## src/sv/tli_pkg.sv

```systemverilog
// Shared widths, sizes and codes of the table linear interpolator.
package tli_pkg;

  localparam int DataW     = 32;
  localparam int ProdW     = 2 * DataW;
  localparam int StepW     = $clog2(ProdW);
  localparam int MaxPoints = 256;
  localparam int PtrW      = $clog2(MaxPoints);
  localparam int CntW      = PtrW + 1;
  localparam int StatW     = 3;

  typedef enum logic {
    OP_LOAD  = 1'b0,
    OP_QUERY = 1'b1
  } tli_op_e;

  typedef enum logic [StatW-1:0] {
    ST_OK       = 3'd0,
    ST_BEFORE   = 3'd1,
    ST_DISABLED = 3'd2,
    ST_EXTRAP   = 3'd3,
    ST_FEW      = 3'd4,
    ST_EQUAL    = 3'd5,
    ST_LOADED   = 3'd6,
    ST_FULL     = 3'd7
  } tli_status_e;

endpackage

```

## src/sv/tli_muldiv.sv

```systemverilog
// Bit-serial unsigned multiply followed by restoring division, one bit per cycle.
module tli_muldiv
  import tli_pkg::*;
(
  input  logic             clk_i,
  input  logic             rst_ni,
  input  logic             start_i,
  input  logic [DataW-1:0] mcand_i,
  input  logic [DataW-1:0] mplier_i,
  input  logic [DataW-1:0] divisor_i,
  output logic             done_o,
  output logic [ProdW-1:0] quot_o
);

  typedef enum logic [1:0] {
    MD_IDLE,
    MD_MUL,
    MD_DIV
  } md_state_e;

  md_state_e        state_q;
  logic [StepW-1:0] cnt_q;
  logic             done_q;

  logic [DataW-1:0] hi_q;
  logic [ProdW-1:0] lo_q;
  logic [DataW-1:0] mcand_q;
  logic [DataW-1:0] dvs_q;

  logic [DataW:0]   mul_sum;
  logic [DataW+1:0] trial;
  logic             ge;
  logic             mul_last;
  logic             div_last;

  // hi_q is the upper product half while multiplying and the remainder while dividing
  assign mul_sum  = {1'b0, hi_q} + (lo_q[0] ? {1'b0, mcand_q} : {(DataW+1){1'b0}});
  assign trial    = {1'b0, hi_q, lo_q[ProdW-1]} - {2'b00, dvs_q};
  assign ge       = ~trial[DataW+1];
  assign mul_last = (cnt_q == StepW'(DataW - 1));
  assign div_last = (cnt_q == StepW'(ProdW - 1));

  always_ff @(posedge clk_i or negedge rst_ni) begin
    if (!rst_ni) begin
      state_q <= MD_IDLE;
      cnt_q   <= '0;
      done_q  <= 1'b0;
    end else begin
      done_q <= 1'b0;
      unique case (state_q)
        MD_IDLE: begin
          if (start_i) begin
            cnt_q   <= '0;
            state_q <= MD_MUL;
          end
        end
        MD_MUL: begin
          cnt_q <= mul_last ? '0 : cnt_q + StepW'(1);
          if (mul_last) begin
            state_q <= MD_DIV;
          end
        end
        MD_DIV: begin
          cnt_q <= cnt_q + StepW'(1);
          if (div_last) begin
            done_q  <= 1'b1;
            state_q <= MD_IDLE;
          end
        end
        default: state_q <= MD_IDLE;
      endcase
    end
  end

  always_ff @(posedge clk_i) begin
    case (state_q)
      MD_IDLE: begin
        if (start_i) begin
          hi_q    <= '0;
          lo_q    <= {{DataW{1'b0}}, mplier_i};
          mcand_q <= mcand_i;
          dvs_q   <= divisor_i;
        end
      end
      MD_MUL: begin
        if (mul_last) begin
          // product becomes the dividend, remainder starts at zero
          hi_q <= '0;
          lo_q <= {mul_sum, lo_q[DataW-1:1]};
        end else begin
          hi_q <= mul_sum[DataW:1];
          lo_q <= {lo_q[ProdW-1:DataW], mul_sum[0], lo_q[DataW-1:1]};
        end
      end
      MD_DIV: begin
        hi_q <= ge ? trial[DataW-1:0] : {hi_q[DataW-2:0], lo_q[ProdW-1]};
        lo_q <= {lo_q[ProdW-2:0], ge};
      end
      default: ;
    endcase
  end

  assign done_o = done_q;
  assign quot_o = lo_q;

  assert property (@(posedge clk_i) disable iff (!rst_ni)
    start_i |-> state_q == MD_IDLE)
    else $error("muldiv started while busy");

  assert property (@(posedge clk_i) disable iff (!rst_ni)
    done_o |-> $past(state_q) == MD_DIV)
    else $error("done without a division pass");

  assert property (@(posedge clk_i) disable iff (!rst_ni)
    state_q == MD_DIV |-> hi_q < dvs_q)
    else $error("remainder not below divisor");

endmodule

```

## config.mk

```make
export PLATFORM = sky130hd
export DESIGN_NAME = tli_muldiv
export DESIGN_NICKNAME = d
export VERILOG_FILES = /design/src/sv/tli_pkg.sv /design/src/sv/tli_muldiv.sv
export SDC_FILE = /design/constraint.sdc
export NUM_CORES = 1
export LEC_CHECK = 0
export ABC_CLOCK_PERIOD_IN_PS = 4380
export BUFFER_PORTS_ARGS = -buffer_cell sky130_fd_sc_hd__buf_2
export CORE_MARGIN = 2
export CORE_UTILIZATION = 55
export CTS_BUF_LIST = sky130_fd_sc_hd__clkbuf_8
export DETAILED_ROUTE_END_ITERATION = 8
export HOLD_SLACK_MARGIN = 0.05
export PLACE_DENSITY = 0.77
export SETUP_SLACK_MARGIN = 0.15
export SLEW_MARGIN = 20
export SYNTH_ARGS = -nofsm -noshare
export SYNTH_HDL_FRONTEND = slang
export SYNTH_SLANG_ARGS = --single-unit
```

## constraint.sdc

```tcl
create_clock -name clk_i -period 4.38 [get_ports clk_i]
set_input_delay 0.876 -clock clk_i [delete_from_list [all_inputs] [get_ports clk_i]]
set_output_delay 0.876 -clock clk_i [all_outputs]
set_load 0.05 [all_outputs]
```

==> results of run 1 <==
through the flow:
stage,total power [mW],hold slack (ns),std cells,worst slack [ns],util (%)
2_1_floorplan,6.90,0.458,1063,0.908,-
3_3_place_gp,7.99,0.488,1452,0.513,61.0
3_5_place_dp,8.08,0.490,1452,0.384,61.0
4_1_cts,9.17,0.222,1484,0.370,62.9
5_1_grt,9.88,0.226,1485,0.239,62.9
6_report,9.28,0.232,1486,0.415,62.9
critical path, stage by stage, from the launching register on:
cell and delay, ns:
edfxtp_1 0.51, inv_1 0.13, ha_1 0.23, inv_1 0.07, fa_1 0.42, a211oi_1 0.35
o21ai_0 0.38, a31oi_1 0.22, o21ai_0 0.23, a211oi_1 0.28, buf_4 0.18, o31ai_1 0.10
a21o_1 0.20, a31oi_1 0.24, o22ai_1 0.12
final cells by class:
type | count | area [um2]
inverter | 56 | 210
fill | 1651 | 7190
timing repair buffer | 174 | 923
multi-input combinational | 789 | 5350
clock inverter | 15 | 130
antenna | 1 | 2.50
sequential | 169 | 5030
tap | 265 | 332
clock buffer | 17 | 234
layer usage:
| layer | part of all wire (%) | track usage (%) | wire length (um) | vias up |
|---|---|---|---|---|
| li1 | - | - | - | 4266 |
| met1 | 44 | 39.0 | 12500 | 4206 |
| met2 | 45 | 40.9 | 12500 | 406 |
| met3 | 9.2 | 6.16 | 2590 | 45 |
| met4 | 2.0 | 8.69 | 550 | 0 |
| met5 | 0 | 0 | 0 | - |
worst paths after layout:
path / startpoint / cells after the start / end
max in group asynchronous: rst_ni / 1 / cnt_q[2]$_DFFE_PN0P_
hold / removal: rst_ni / 1 / cnt_q[1]$_DFFE_PN0P_
min in group clk_i: cnt_q[5]$_DFFE_PN0P_ / 1 / cnt_q[5]$_DFFE_PN0P_
hold reg to reg: cnt_q[5]$_DFFE_PN0P_ / 1 / cnt_q[5]$_DFFE_PN0P_
setup reg to reg: quot_o[63]$_DFFE_PP_ / 14 / hi_q[28]$_DFFE_PP_
setup / recovery: quot_o[63]$_DFFE_PP_ / 14 / hi_q[28]$_DFFE_PP_
cells in the mapped netlist, types with 2 or more instances:
| cell type | n |
|---|---|
| nand2b_1 | 8 |
| o21a_1 | 15 |
| and3_1 | 8 |
| edfxtp_1 | 160 |
| o31ai_1 | 14 |
| a21o_1 | 26 |
| fa_1 | 2 |
| mux2_2 | 2 |
| a31oi_1 | 11 |
| a22oi_1 | 50 |
| nand3b_1 | 2 |
| o21ai_0 | 57 |
| a211oi_1 | 10 |
| and4_1 | 5 |
| nor3b_1 | 2 |
| or2_2 | 3 |
| nor2_1 | 67 |
| nor3_1 | 13 |
| buf_12 | 2 |
| inv_1 | 56 |
| nand4_1 | 3 |
| nand3_1 | 29 |
| o21ai_1 | 5 |
| and2_1 | 39 |
| nor4_1 | 2 |
| xnor2_1 | 29 |
| clkbuf_1 | 38 |
| o21bai_1 | 10 |
| buf_1 | 5 |
| nand2_1 | 87 |
| o2bb2ai_1 | 2 |
| ha_1 | 69 |
| mux2i_1 | 22 |
| a32oi_1 | 6 |
| o211ai_1 | 7 |
| a2111oi_0 | 2 |
| o22ai_1 | 11 |
| a21oi_1 | 89 |
| dfrtp_1 | 9 |
| a21boi_0 | 9 |
| nor2b_1 | 26 |
| buf_2 | 3 |
| xor2_1 | 21 |
placed cells by master, fill, tap and decap left out, types with 3 or more instances in the layout:
cell | Yosys | final
buf_2 | 3 | 163
edfxtp_1 | 160 | 160
a21oi_1 | 89 | 89
nand2_1 | 87 | 87
nor2_1 | 67 | 66
ha_1 | 69 | 66
o21ai_0 | 57 | 57
inv_1 | 56 | 55
a22oi_1 | 50 | 50
and2_1 | 39 | 38
nand3_1 | 29 | 29
xnor2_1 | 29 | 29
a21o_1 | 26 | 26
nor2b_1 | 26 | 26
mux2i_1 | 22 | 22
xor2_1 | 21 | 21
clkbuf_8 | 0 | 17
o21a_1 | 15 | 15
o31ai_1 | 14 | 14
nor3_1 | 13 | 13
a31oi_1 | 11 | 11
o22ai_1 | 11 | 11
a211oi_1 | 10 | 10
o21bai_1 | 10 | 10
a21boi_0 | 9 | 9
dfrtp_1 | 9 | 9
buf_4 | 0 | 9
and3_1 | 8 | 8
nand2b_1 | 8 | 8
o211ai_1 | 7 | 7
a32oi_1 | 6 | 6
inv_6 | 0 | 6
and4_1 | 5 | 5
o21ai_1 | 5 | 5
clkinv_2 | 0 | 4
nand4_1 | 3 | 3
or2_2 | 3 | 3
ha_2 | 0 | 3
inv_8 | 0 | 3
cell families after synthesis:
family                     after synthesis  synth area share, %
and+or+nand+nor                        299                 13.6
adders and majority gates               71                 8.36
muxes                                   24                 2.25
DFF                                    169                 46.6
AOI/OAI and AO/OA                      345                 21.1
xor gates and xnor gates                50                 4.05
buffers and inverters                  105                 4.09
power breakdown:
group	internal, mW	switching [mW]
clock network	0.414	0.660
registers	2.39	0.344
logic	2.15	3.32
sequential cells by signal (all words and copies together), names as in the netlist:
name and flops:
hi_q 32, done_o 1, quot_o 64, state_q 2
dvs_q 32, cnt_q 6, mcand_q 32
==> results.txt, run 1 <==
The run finished with clean final reports. The number of antenna violations at the first check in global routing was 1. The die span in y is 144 um. The number of global-route vias before repair was 8317. The clock transition at the registers of the reported paths is 0.10 ns. In the synthesized netlist the dominant register cell turns out to be edfxtp_1.

The flip-flop and latch count after synthesis came out at 169. The worst slew slack as a fraction of its limit is 29.9%. The maximum vdd drop is 0.572 mV. The congestion estimate from routability-driven global placement came to 0.956. After floorplanning, the core was divided into 51 placement rows. The tool flagged a number of max-cap violations equal to 0. The share of final-layout standard cells stronger than drive strength 1 came out at 18.6%. The routed design could run at a clock period as short as 3.96 ns. For the pin with the worst max-slew slack, the measured transition is 1.05 ns. The cell area power density came out at 760 nW/um2. The number of synthesized flops with an enable pin is 160. Wires add up to 28100 um. The final layout contains 1377 nets. The global-route wire length before repair is 43400 um.

The total leakage power is 5.14 nW. The floorplan step set the die width to 144 um. The post-cts sizing count came out at 0. The number of hold violations in the final report is 0. After detailed placement, the total cell area comes to 11800 um2. The cts-stage hold buffer count came out at 0.

The number of CTS-inserted buffers is 17. CTS placed an instance of clkbuf_8 at the clock tree root. The die covers 20800 um2. The sequential element share of the synthesized area came out at 46.6%. The standard cell core area is 19400 um2.

The instance count of the mapped netlist came out at 1063. STA puts the critical path data arrival time at 4.16 ns. 164 I/O pins were placed. The number of pins with negative max-slew slack in the final report is 0. The wire length per cell came out at 18.9 um. The setup fix buffers added after clock tree synthesis is 0. The register-to-register path setup slack came out at 0.42 ns. The first routing iteration left 763 violations. The post-synthesis instance area came out at 10800 um2. The kind of launch point of the worst setup path is a flip-flop. Along the worst path, the maximum fanout reaches 5.

The H-tree was split into 4 levels. The kind of critical path is flip-flop to flip-flop. Once layout is done, the placed cells without fillers occupy 12200 um2. The synthesized netlist net count is 1233. In the routed design, unresolved DRC markers number 0. Setup violations remaining at the end of the flow were counted as 0.

TritonCTS built the clock tree. The post-route antenna net violation count came out at 0. Clock latency on the worst-skew pair, taken at its later pin, is 0.48 ns. The number of different library cells used by synthesis comes to 70. For the final database, setup skew stands at 0.0183 ns.

The layout-stage area growth over the synthesis result came out at 13.0%. The maximum clock path buffer count is 2. The via total after detailed routing is 8923. The number of iterations in the first detailed-routing pass is 5. The tightest min-delay check is of the input pin to asynchronous set/reset pin type. The per-instance average area after synthesis is 10.2 um2.

The leading area contributor after synthesis is edfxtp_1. The pin count of the biggest net entering global routing came out at 70. The setup TNS is 0 ns. The HPWL after detailed placement is 20300 um. Setup repair after global routing left no endpoint under its margin. The fraction of registers with async set or reset after synthesis is 5.33%. Dividing the detail-routed via count by the number of cells gives 6.00.

By area the synthesized netlist is led by edfxtp_1 (44%), ha_1 (8.0%), a21oi_1 (4.1%), a22oi_1 (3.5%), nand2_1 (3.0%). The warning count from the yosys run came out at 0. The worst setup path is captured at a flip-flop. Derived from the worst setup path, the maximum achievable clock frequency is 252 MHz.

Summed over its instances, the top area cell type makes up 44.5% of the synthesized netlist area. The initial core utilization is 55.7%. The final critical-path share of the clock period came out at 90.5%. The total congestion overflow came out at 0. The total number of clock tree sinks came out at 169. The quantity of I/O buffers inserted on ports came out at 163. The aggregate global-route resource usage is 27.1%. The data required time at the worst endpoint came out at 4.58 ns.
(Power assumes the default switching activity.)
==> inputs of run 2 (changes only) <==
- ABC_CLOCK_PERIOD_IN_PS: 4380 -> 3800
- MAX_ROUTING_LAYER: not set -> met4
- REMOVE_ABC_BUFFERS: not set -> 1
- clock period: 4.38 -> 3.8 ns (I/O delays scaled with it)
==> run 2 against run 1 <==
Via count rose by 1.4%. Final area rose by 2.1%. First-iteration DRC count fell by 2.6%. Sequential share of layout area fell by 0.86 points. Sequential cell count did not move.
==> results.txt, run 2 (synthesis results as in run 1) <==
The detailed router's first-iteration violation count came out at 743 (-2.6%). The full die area is 20800 um2 (unchanged). The detail-routed via count per cell is 6.01 (about the same). The number of max-cap violations came out at 0 (unchanged). The number of rows created at floorplan came out at 51 (unchanged).

Broken down by cell family, the worst path's largest delay share belongs to compound AO/OA/AOI/OAI gates. The clock transition at the registers of the reported paths is 0.12 ns (+0.02 ns). The quantity of I/O buffers inserted on ports is 163 (unchanged). The count of filler cells inserted in the layout came to 1619 (-1.9%).

The flip-flop count of the largest register after layout is 64 (unchanged). The tree is rooted in a clkbuf_8. The aggregate global-route resource usage is 28.8% (+1.7 points). The data required time at the worst endpoint is 4.02 ns (-0.56 ns). The standard cell core area is 19400 um2 (unchanged).

The TritonCTS clock tree is built. The share of final-layout standard cells stronger than drive strength 1 came to 20.8% (+2.2 points). The worst register-to-register path begins at hi_q[12]$_DFFE_PP_.

The H-tree depth reported by CTS came out at 4 (unchanged). The via total after detailed routing is 9048 (+1.4%). The maximum fanout along the worst path came out at 10 (+5). The worst setup path is captured at a flip-flop. The kind of critical path is flip-flop to flip-flop. The number of antenna violations at the first check in global routing is 0 (-1). The final critical-path share of the clock period is 94.5% (+4.0 points). The number of pins with negative max-slew slack in the final report was 0 (unchanged).

The maximum vdd drop came out at 0.643 mV (+13%). The post-detailed-placement half-perimeter wirelength came out at 21200 um (+4.2%). The maximum clock path buffer count is 2 (unchanged). The total number of clock tree sinks is 169 (unchanged).

The total buffers and inverters traversed by the critical path is 1 (-2). The count of final setup violators is 0 (unchanged). The clock latency of the later-clocked register in the worst-skew pair is 0.49 ns (about the same). The delay of the slowest cell on the worst path came out at 0.57 ns (+0.06 ns).

The flow ran to the end, and the final reports show no timing, DRC or antenna violations. The register-to-register path setup slack came out at 0.21 ns (-0.21 ns). The peak clock frequency supported by timing came out at 278 MHz (+10%).

The wire length per cell came out at 19.3 um (+2.0%). Setup repair after global routing could not meet its margin everywhere. The total congestion overflow came out at 0 (unchanged). The diode insertion count for antenna repair is 0 (-1). The residual DRC count is 0 (unchanged).

The number of top-level pins came to 164 (unchanged). The pin count of the biggest net entering global routing is 71 (+1.4%). The number of CTS-inserted buffers is 17 (unchanged).

The initial core utilization came out at 55.7% (unchanged). The layout-stage area growth over the synthesis result is 15.4%. The number of nets in the finished design was 1398 (+1.5%).

The post-route antenna net violation count came out at 0 (unchanged). The die outline width came out at 144 um (unchanged). The critical path goes through ha_1, nand4_2, or4_4, o31ai_4, o311ai_4, a31oi_4, or2_4, buf_4, mux2i_1, o22ai_1. The worst slew slack as a fraction of its limit came out at 33.5% (+3.6 points). The cts-stage hold buffer count is 0 (unchanged). The endpoint of the lowest-slack register-to-register path is hi_q[30]$_DFFE_PP_.

The global placer's final weighted congestion came out at 0.985 (+3.0%). The number of iterations in the first detailed-routing pass is 5 (unchanged). For this design, the slowest cell found on the critical path is or4_4. The final wirelength is 29100 um (+3.4%). The depth of the most critical reg-to-reg path is 10 (-4). The data arrival time of the critical path is 3.81 ns (-0.35 ns).

The number of global-route vias before repair came out at 8676 (+4.3%). The transition time at the pin with the least slew margin was 0.997 ns (-0.0541 ns). The global-route wire length before repair came out at 44700 um (+2.9%). Leaving out fill and tap cells, the most frequent cell in the layout is buf_2.

The die span in y is 144 um (unchanged). The final critical-path required period came to 3.59 ns (-0.373 ns). The setup TNS was 0 ns (unchanged). The worst setup path startpoint is hi_q[12]$_DFFE_PP_. The number of hold violations in the final report came out at 0 (unchanged). The path class of the tightest hold or removal check is input pin to asynchronous set/reset pin.

The kind of launch point of the worst setup path is a flip-flop. The post-route core utilization is 64.3% (+1.3 points). The total leakage power is 5.25 nW (+2.2%). In the layout the commonest cells are buf_2 (163), edfxtp_1 (160), nand2_1 (87). The critical path ends at hi_q[30]$_DFFE_PP_.

The total stage count of the critical path came to 10 (-4). The worst-case clock skew came out at 0.0229 ns (+0.00457 ns). The cell area power density came to 881 nW/um2 (+16%).
==> run 2: changes by cell type in the layout (fill, tap and decap cells not counted), sizes merged <==
cell      change
buf          +21
diode         -1
inv           -5
clkinv        +4
clkinvlp      +1
==> run 2: timing repair <==
| action | in CTS | in global routing |
|---|---|---|
| buffers inserted | 0 | 1 |
| endpoints found under the setup margin | 4 | 14 |
| gates resized for setup | 2 | 11 |
| pin swaps | 0 | 2 |
==> run 2: worst min-delay path by stage <==
stage	startpoint	to	slack, ns	cells after the start
6_report	rst_ni	cnt_q[3]$_DFFE_PN0P_	0.10	1
3_3_place_gp	cnt_q[1]$_DFFE_PN0P_	cnt_q[1]$_DFFE_PN0P_	0.49	2
4_1_cts	rst_ni	cnt_q[1]$_DFFE_PN0P_	0.1	1
3_5_place_dp	cnt_q[5]$_DFFE_PN0P_	cnt_q[5]$_DFFE_PN0P_	0.50	1
2_1_floorplan	rst_ni	cnt_q[0]$_DFFE_PN0P_	0.46	0
5_1_grt	rst_ni	cnt_q[5]$_DFFE_PN0P_	0.09	1
==> run 2: layout make-up <==
| class | count | area [um2] | area share (%) |
|---|---|---|---|
| multi-input cells | 789 | 5380 | 43.2 |
| clock buffers | 17 | 234 | 1.88 |
| inverters | 56 | 210 | 1.69 |
| clock inverters | 15 | 186 | 1.50 |
| repair buffers | 195 | 1090 | 8.77 |
| flip-flops and latches | 169 | 5030 | 40.3 |
| well taps | 265 | 332 | 2.66 |
==> run 2: report_power, final <==
group | switching, mW | total, mW | internal, mW | leakage (nW)
Combinational | 3.89 | 6.52 | 2.63 | 3.41
Sequential | 0.371 | 3.13 | 2.76 | 1.64
Clock | 0.831 | 1.33 | 0.502 | 0.200
==> run 2: metrics by stage <==
stage / instance area, um2 / hold WS (ns) / worst slack, ns / total power, mW / std cells
after CTS: 12400 / 0.0959 / 0.181 / 10.8 / 1505
after global routing: 12500 / 0.0906 / 0.134 / 11.7 / 1506
after detailed placement: 12000 / 0.499 / 0.0985 / 9.48 / 1473
final: 12500 / 0.103 / 0.208 / 11.0 / 1506
after floorplan: 10600 / 0.458 / 0.165 / 7.83 / 1014
after global placement: 12000 / 0.493 / 0.167 / 9.38 / 1473
==> run 2: per-layer routing <==
layer | wire length, um | GRT usage, % | share of wire, % | up-vias
met5 | 0 | - | 0 | -
met4 | 653 | 8.28 | 2.2 | 0
met1 | 12700 | 39.0 | 44 | 4323
met3 | 2130 | 5.36 | 7.3 | 51
met2 | 13600 | 44.9 | 47 | 378
li1 | - | - | - | 4296
==> inputs of run 3 (changes only) <==
- ABC_AREA: not set -> 1
==> run 3 against run 2 <==
Combinational power up 35%. Cell count up 41%. Maximum frequency up 18%. Non-clock buffer count down 20. Utilization down 1.8 points.
==> results.txt, run 3 <==
The count of filler cells inserted in the layout came out at 2078 (+28%). The setup fix buffers added after clock tree synthesis is 0 (unchanged). The detail-routed via count per cell is 5.51 (-8.2%).

The number of antenna violations at the first check in global routing came out at 0 (unchanged). The post-route antenna net violation count came to 0 (unchanged). The final critical-path share of the clock period came out at 80.4% (-14 points).

The initial core utilization is 55.8% (+0.092 points). The maximum fanout along the worst path came out at 15 (+5). The number of synthesized flops with an enable pin is 160 (unchanged). The number of pins with negative max-slew slack in the final report came out at 0 (unchanged).

The pin count of the biggest net entering global routing came to 69 (-2.8%). The number of CTS-inserted buffers came out at 17 (unchanged). The diode insertion count for antenna repair came out at 0 (unchanged). The overall power is 13.8 mW (+26%). The critical path endpoint category is a flip-flop. The maximum clock path buffer count is 2 (unchanged). The number of top-level pins is 164 (unchanged).

By startpoint and endpoint, the worst setup path is classified as flip-flop to flip-flop. The standard cell core area came out at 22500 um2 (+16%). The cts-stage hold buffer count came to 0 (unchanged). Sorting the synthesized cells by area gives the leading types as edfxtp_1 (38%), nand2_1 (16%), inv_1 (7.5%), ha_1 (6.9%), a21oi_1 (6.3%). The commonest register cell after synthesis is edfxtp_1.

The per-instance average area after synthesis is 7.47 um2 (-27%). Setup repair after global routing left no endpoint under its margin. The final wirelength is 36600 um (+26%).

The classification of the worst-slack hold path is input pin to asynchronous set/reset pin. The data required time at the worst endpoint is 4.06 ns (+0.04 ns). The clock latency of the later-clocked register in the worst-skew pair is 0.50 ns (about the same). The total congestion overflow was 0 (unchanged). The data arrival time of the critical path came out at 3.31 ns (-0.50 ns). The post-cts sizing count is 0 (-2). The total leakage power came out at 6.83 nW (+30%). The number of distinct standard cells referenced by the synthesized netlist is 43 (-39%). The worst slew slack as a fraction of its limit came to 34.6% (+1.1 points). The total number of clock tree sinks is 169 (unchanged). The layout-stage area growth over the synthesis result is 12.0%. The die outline width came out at 155 um (+7.6%). The post-detailed-placement half-perimeter wirelength is 28300 um (+34%).

The number of global-route vias before repair came out at 11000 (+27%). The number of iterations in the first detailed-routing pass is 5 (unchanged). The detailed router's first-iteration violation count came out at 1052 (+42%).

The most frequently used cell type in the post-synthesis netlist is nand2_1. TritonCTS built the clock tree. The post-layout instance count excluding filler cells came out at 2127 (+41%). The flip-flop and latch count after synthesis came out at 169 (unchanged). The number of max-cap violations is 0 (unchanged).

The library cell used most frequently in the layout, excluding fill and tap cells, is nand2_1. The transition time at the pin with the least slew margin came out at 0.980 ns (-0.0163 ns). The fraction of registers with async set or reset after synthesis came out at 5.33% (unchanged). The maximum vdd drop came out at 0.764 mV (+19%). The setup TNS came out at 0 ns (unchanged). The residual DRC count is 0 (unchanged). The full die area is 24000 um2 (+16%). The share of final-layout standard cells stronger than drive strength 1 came out at 16.6% (-4.2 points).

The number of nets in the finished design came out at 1999 (+43%). The quantity of I/O buffers inserted on ports came to 163 (unchanged). The run finished with clean final reports. The post-synthesis instance area came out at 12600 um2 (+16%).

The cell at the root of the clock tree is clkbuf_8. The clock transition at the registers of the reported paths is 0.12 ns (about the same). STA classifies the critical path startpoint as a flip-flop. The share of Yosys cell area claimed by the top area cell type is 38.3% (-6.2 points). The global-route wire length before repair was 56600 um (+27%). The die span in y is 155 um (+7.6%).

The register-to-register path setup slack is 0.75 ns (+0.54 ns). The count of final setup violators is 0 (unchanged). The global placer's final weighted congestion was 0.997 (+1.2%). The number of rows created at floorplan came out at 55 (+7.8%).

The library cells used most frequently in the layout, excluding fill and tap cells, are nand2_1 (524), inv_1 (252), buf_2 (163). The H-tree depth reported by CTS is 4 (unchanged). The via total after detailed routing came out at 11700 (+30%).

The wire length per cell was 17.2 um (-11%). The cell count after placement is 2095 (+42%). The worst-case clock skew came out at 0.0267 ns (+0.00385 ns). The cell area power density came out at 981 nW/um2 (+11%). The final critical-path required period is 3.05 ns (-0.538 ns). The flip-flop count of the largest register after layout is 64 (unchanged). The aggregate global-route resource usage came out at 31.4% (+2.5 points). After synthesis, the most frequently instantiated cells are nand2_1 (524), inv_1 (252), edfxtp_1 (160). The warning count from the yosys run came to 0 (unchanged). The sequential element share of the synthesized area is 40.1% (-6.5 points). The biggest area contributor in the post-synthesis netlist is edfxtp_1. The number of hold violations in the final report came out at 0 (unchanged).

The instance count of the mapped netlist came to 1681 (+58%). The peak clock frequency supported by timing is 327 MHz (+18%).
==> run 3: cell types whose count changed after synthesis, moves of 26 or more <==
cell / change
nand3_1: +81
nor2b_1: -26
nor2_1: +58
a22oi_1: -49
o21ai_0: -31
nand3b_1: +27
a21oi_1: +70
inv_1: +196
a21oi_2: +26
nand2_1: +437
and2_1: -37
==> run 3: layout make-up <==
type	count	area [um2]	share of cell area, %
Clock buffer	17	234	1.66
Multi-Input combinational cell	1206	6340	45.1
Inverter	260	977	6.95
Clock inverter	15	181	1.29
Tap cell	285	357	2.54
Timing Repair Buffer	175	943	6.71
Sequential cell	169	5030	35.8
==> run 3: critical path: stages, from the launching register on <==
cell,delay [ns]
edfxtp_1,0.67
nand2_1,0.10
inv_1,0.08
ha_1,0.16
inv_1,0.08
fa_1,0.41
o21ai_2,0.32
inv_1,0.06
o21ai_0,0.37
nand2_1,0.19
nand3_1,0.12
nand2_1,0.07
nand3_1,0.10
a21oi_1,0.07
==> run 3: kinds of logic (layout without fill, tap and decap cells) <==
group / count (synthesis) / after routing / share of synthesized area, %
AOI/OAI and AO/OA: 230 / 230 / 10.4
xor gates and xnor gates: 23 / 23 / 1.60
adders and majority gates: 71 / 71 / 7.20
buffers and inverters: 306 / 467 / 9.61
DFF: 169 / 169 / 40.1
and+or+nand+nor: 882 / 882 / 31.1
==> run 3: where the power goes <==
| part | switching, mW | internal, mW | total (mW) |
|---|---|---|---|
| combinational | 6.26 | 2.52 | 8.78 |
| sequential | 0.565 | 3.10 | 3.67 |
| clock | 0.842 | 0.502 | 1.34 |
| total | 7.67 | 6.13 | 13.8 |
==> run 3: metal layers <==
layer	global-route usage [%]	part of all wire [%]
met1	43.0	45
met2	49.4	45
met3	3.82	7.4
met4	9.08	2.5
met5	-	0
==> run 3: per-stage QoR <==
| stage | setup slack (ns) | utilization (%) | area (um2) | hold WS (ns) |
|---|---|---|---|---|
| 6_report | 0.746 | 62.5 | 14100 | 0.0782 |
| 5_1_grt | 0.616 | 62.5 | 14100 | 0.0748 |
| 4_1_cts | 0.774 | 62.5 | 14100 | 0.0711 |
| 3_5_place_dp | 0.760 | 60.6 | 13600 | 0.503 |
| 3_3_place_gp | 0.830 | 60.6 | 13600 | 0.489 |
| 2_1_floorplan | -1.28 | - | 12300 | 0.464 |
==> run 3: path summary, 6_finish.rpt <==
path / end / depth (start not counted) / start
max: hi_q[23]$_DFFE_PP_ / 13 / quot_o[0]$_DFFE_PP_
min: cnt_q[4]$_DFFE_PN0P_ / 1 / rst_ni
max reg2reg: hi_q[23]$_DFFE_PP_ / 13 / quot_o[0]$_DFFE_PP_
min reg2reg: cnt_q[1]$_DFFE_PN0P_ / 2 / cnt_q[1]$_DFFE_PN0P_
max in group asynchronous: state_q[1]$_DFFE_PN0P_ / 1 / rst_ni
min in group clk_i: mcand_q[26]$_DFFE_PP_ / 1 / mcand_i[26]
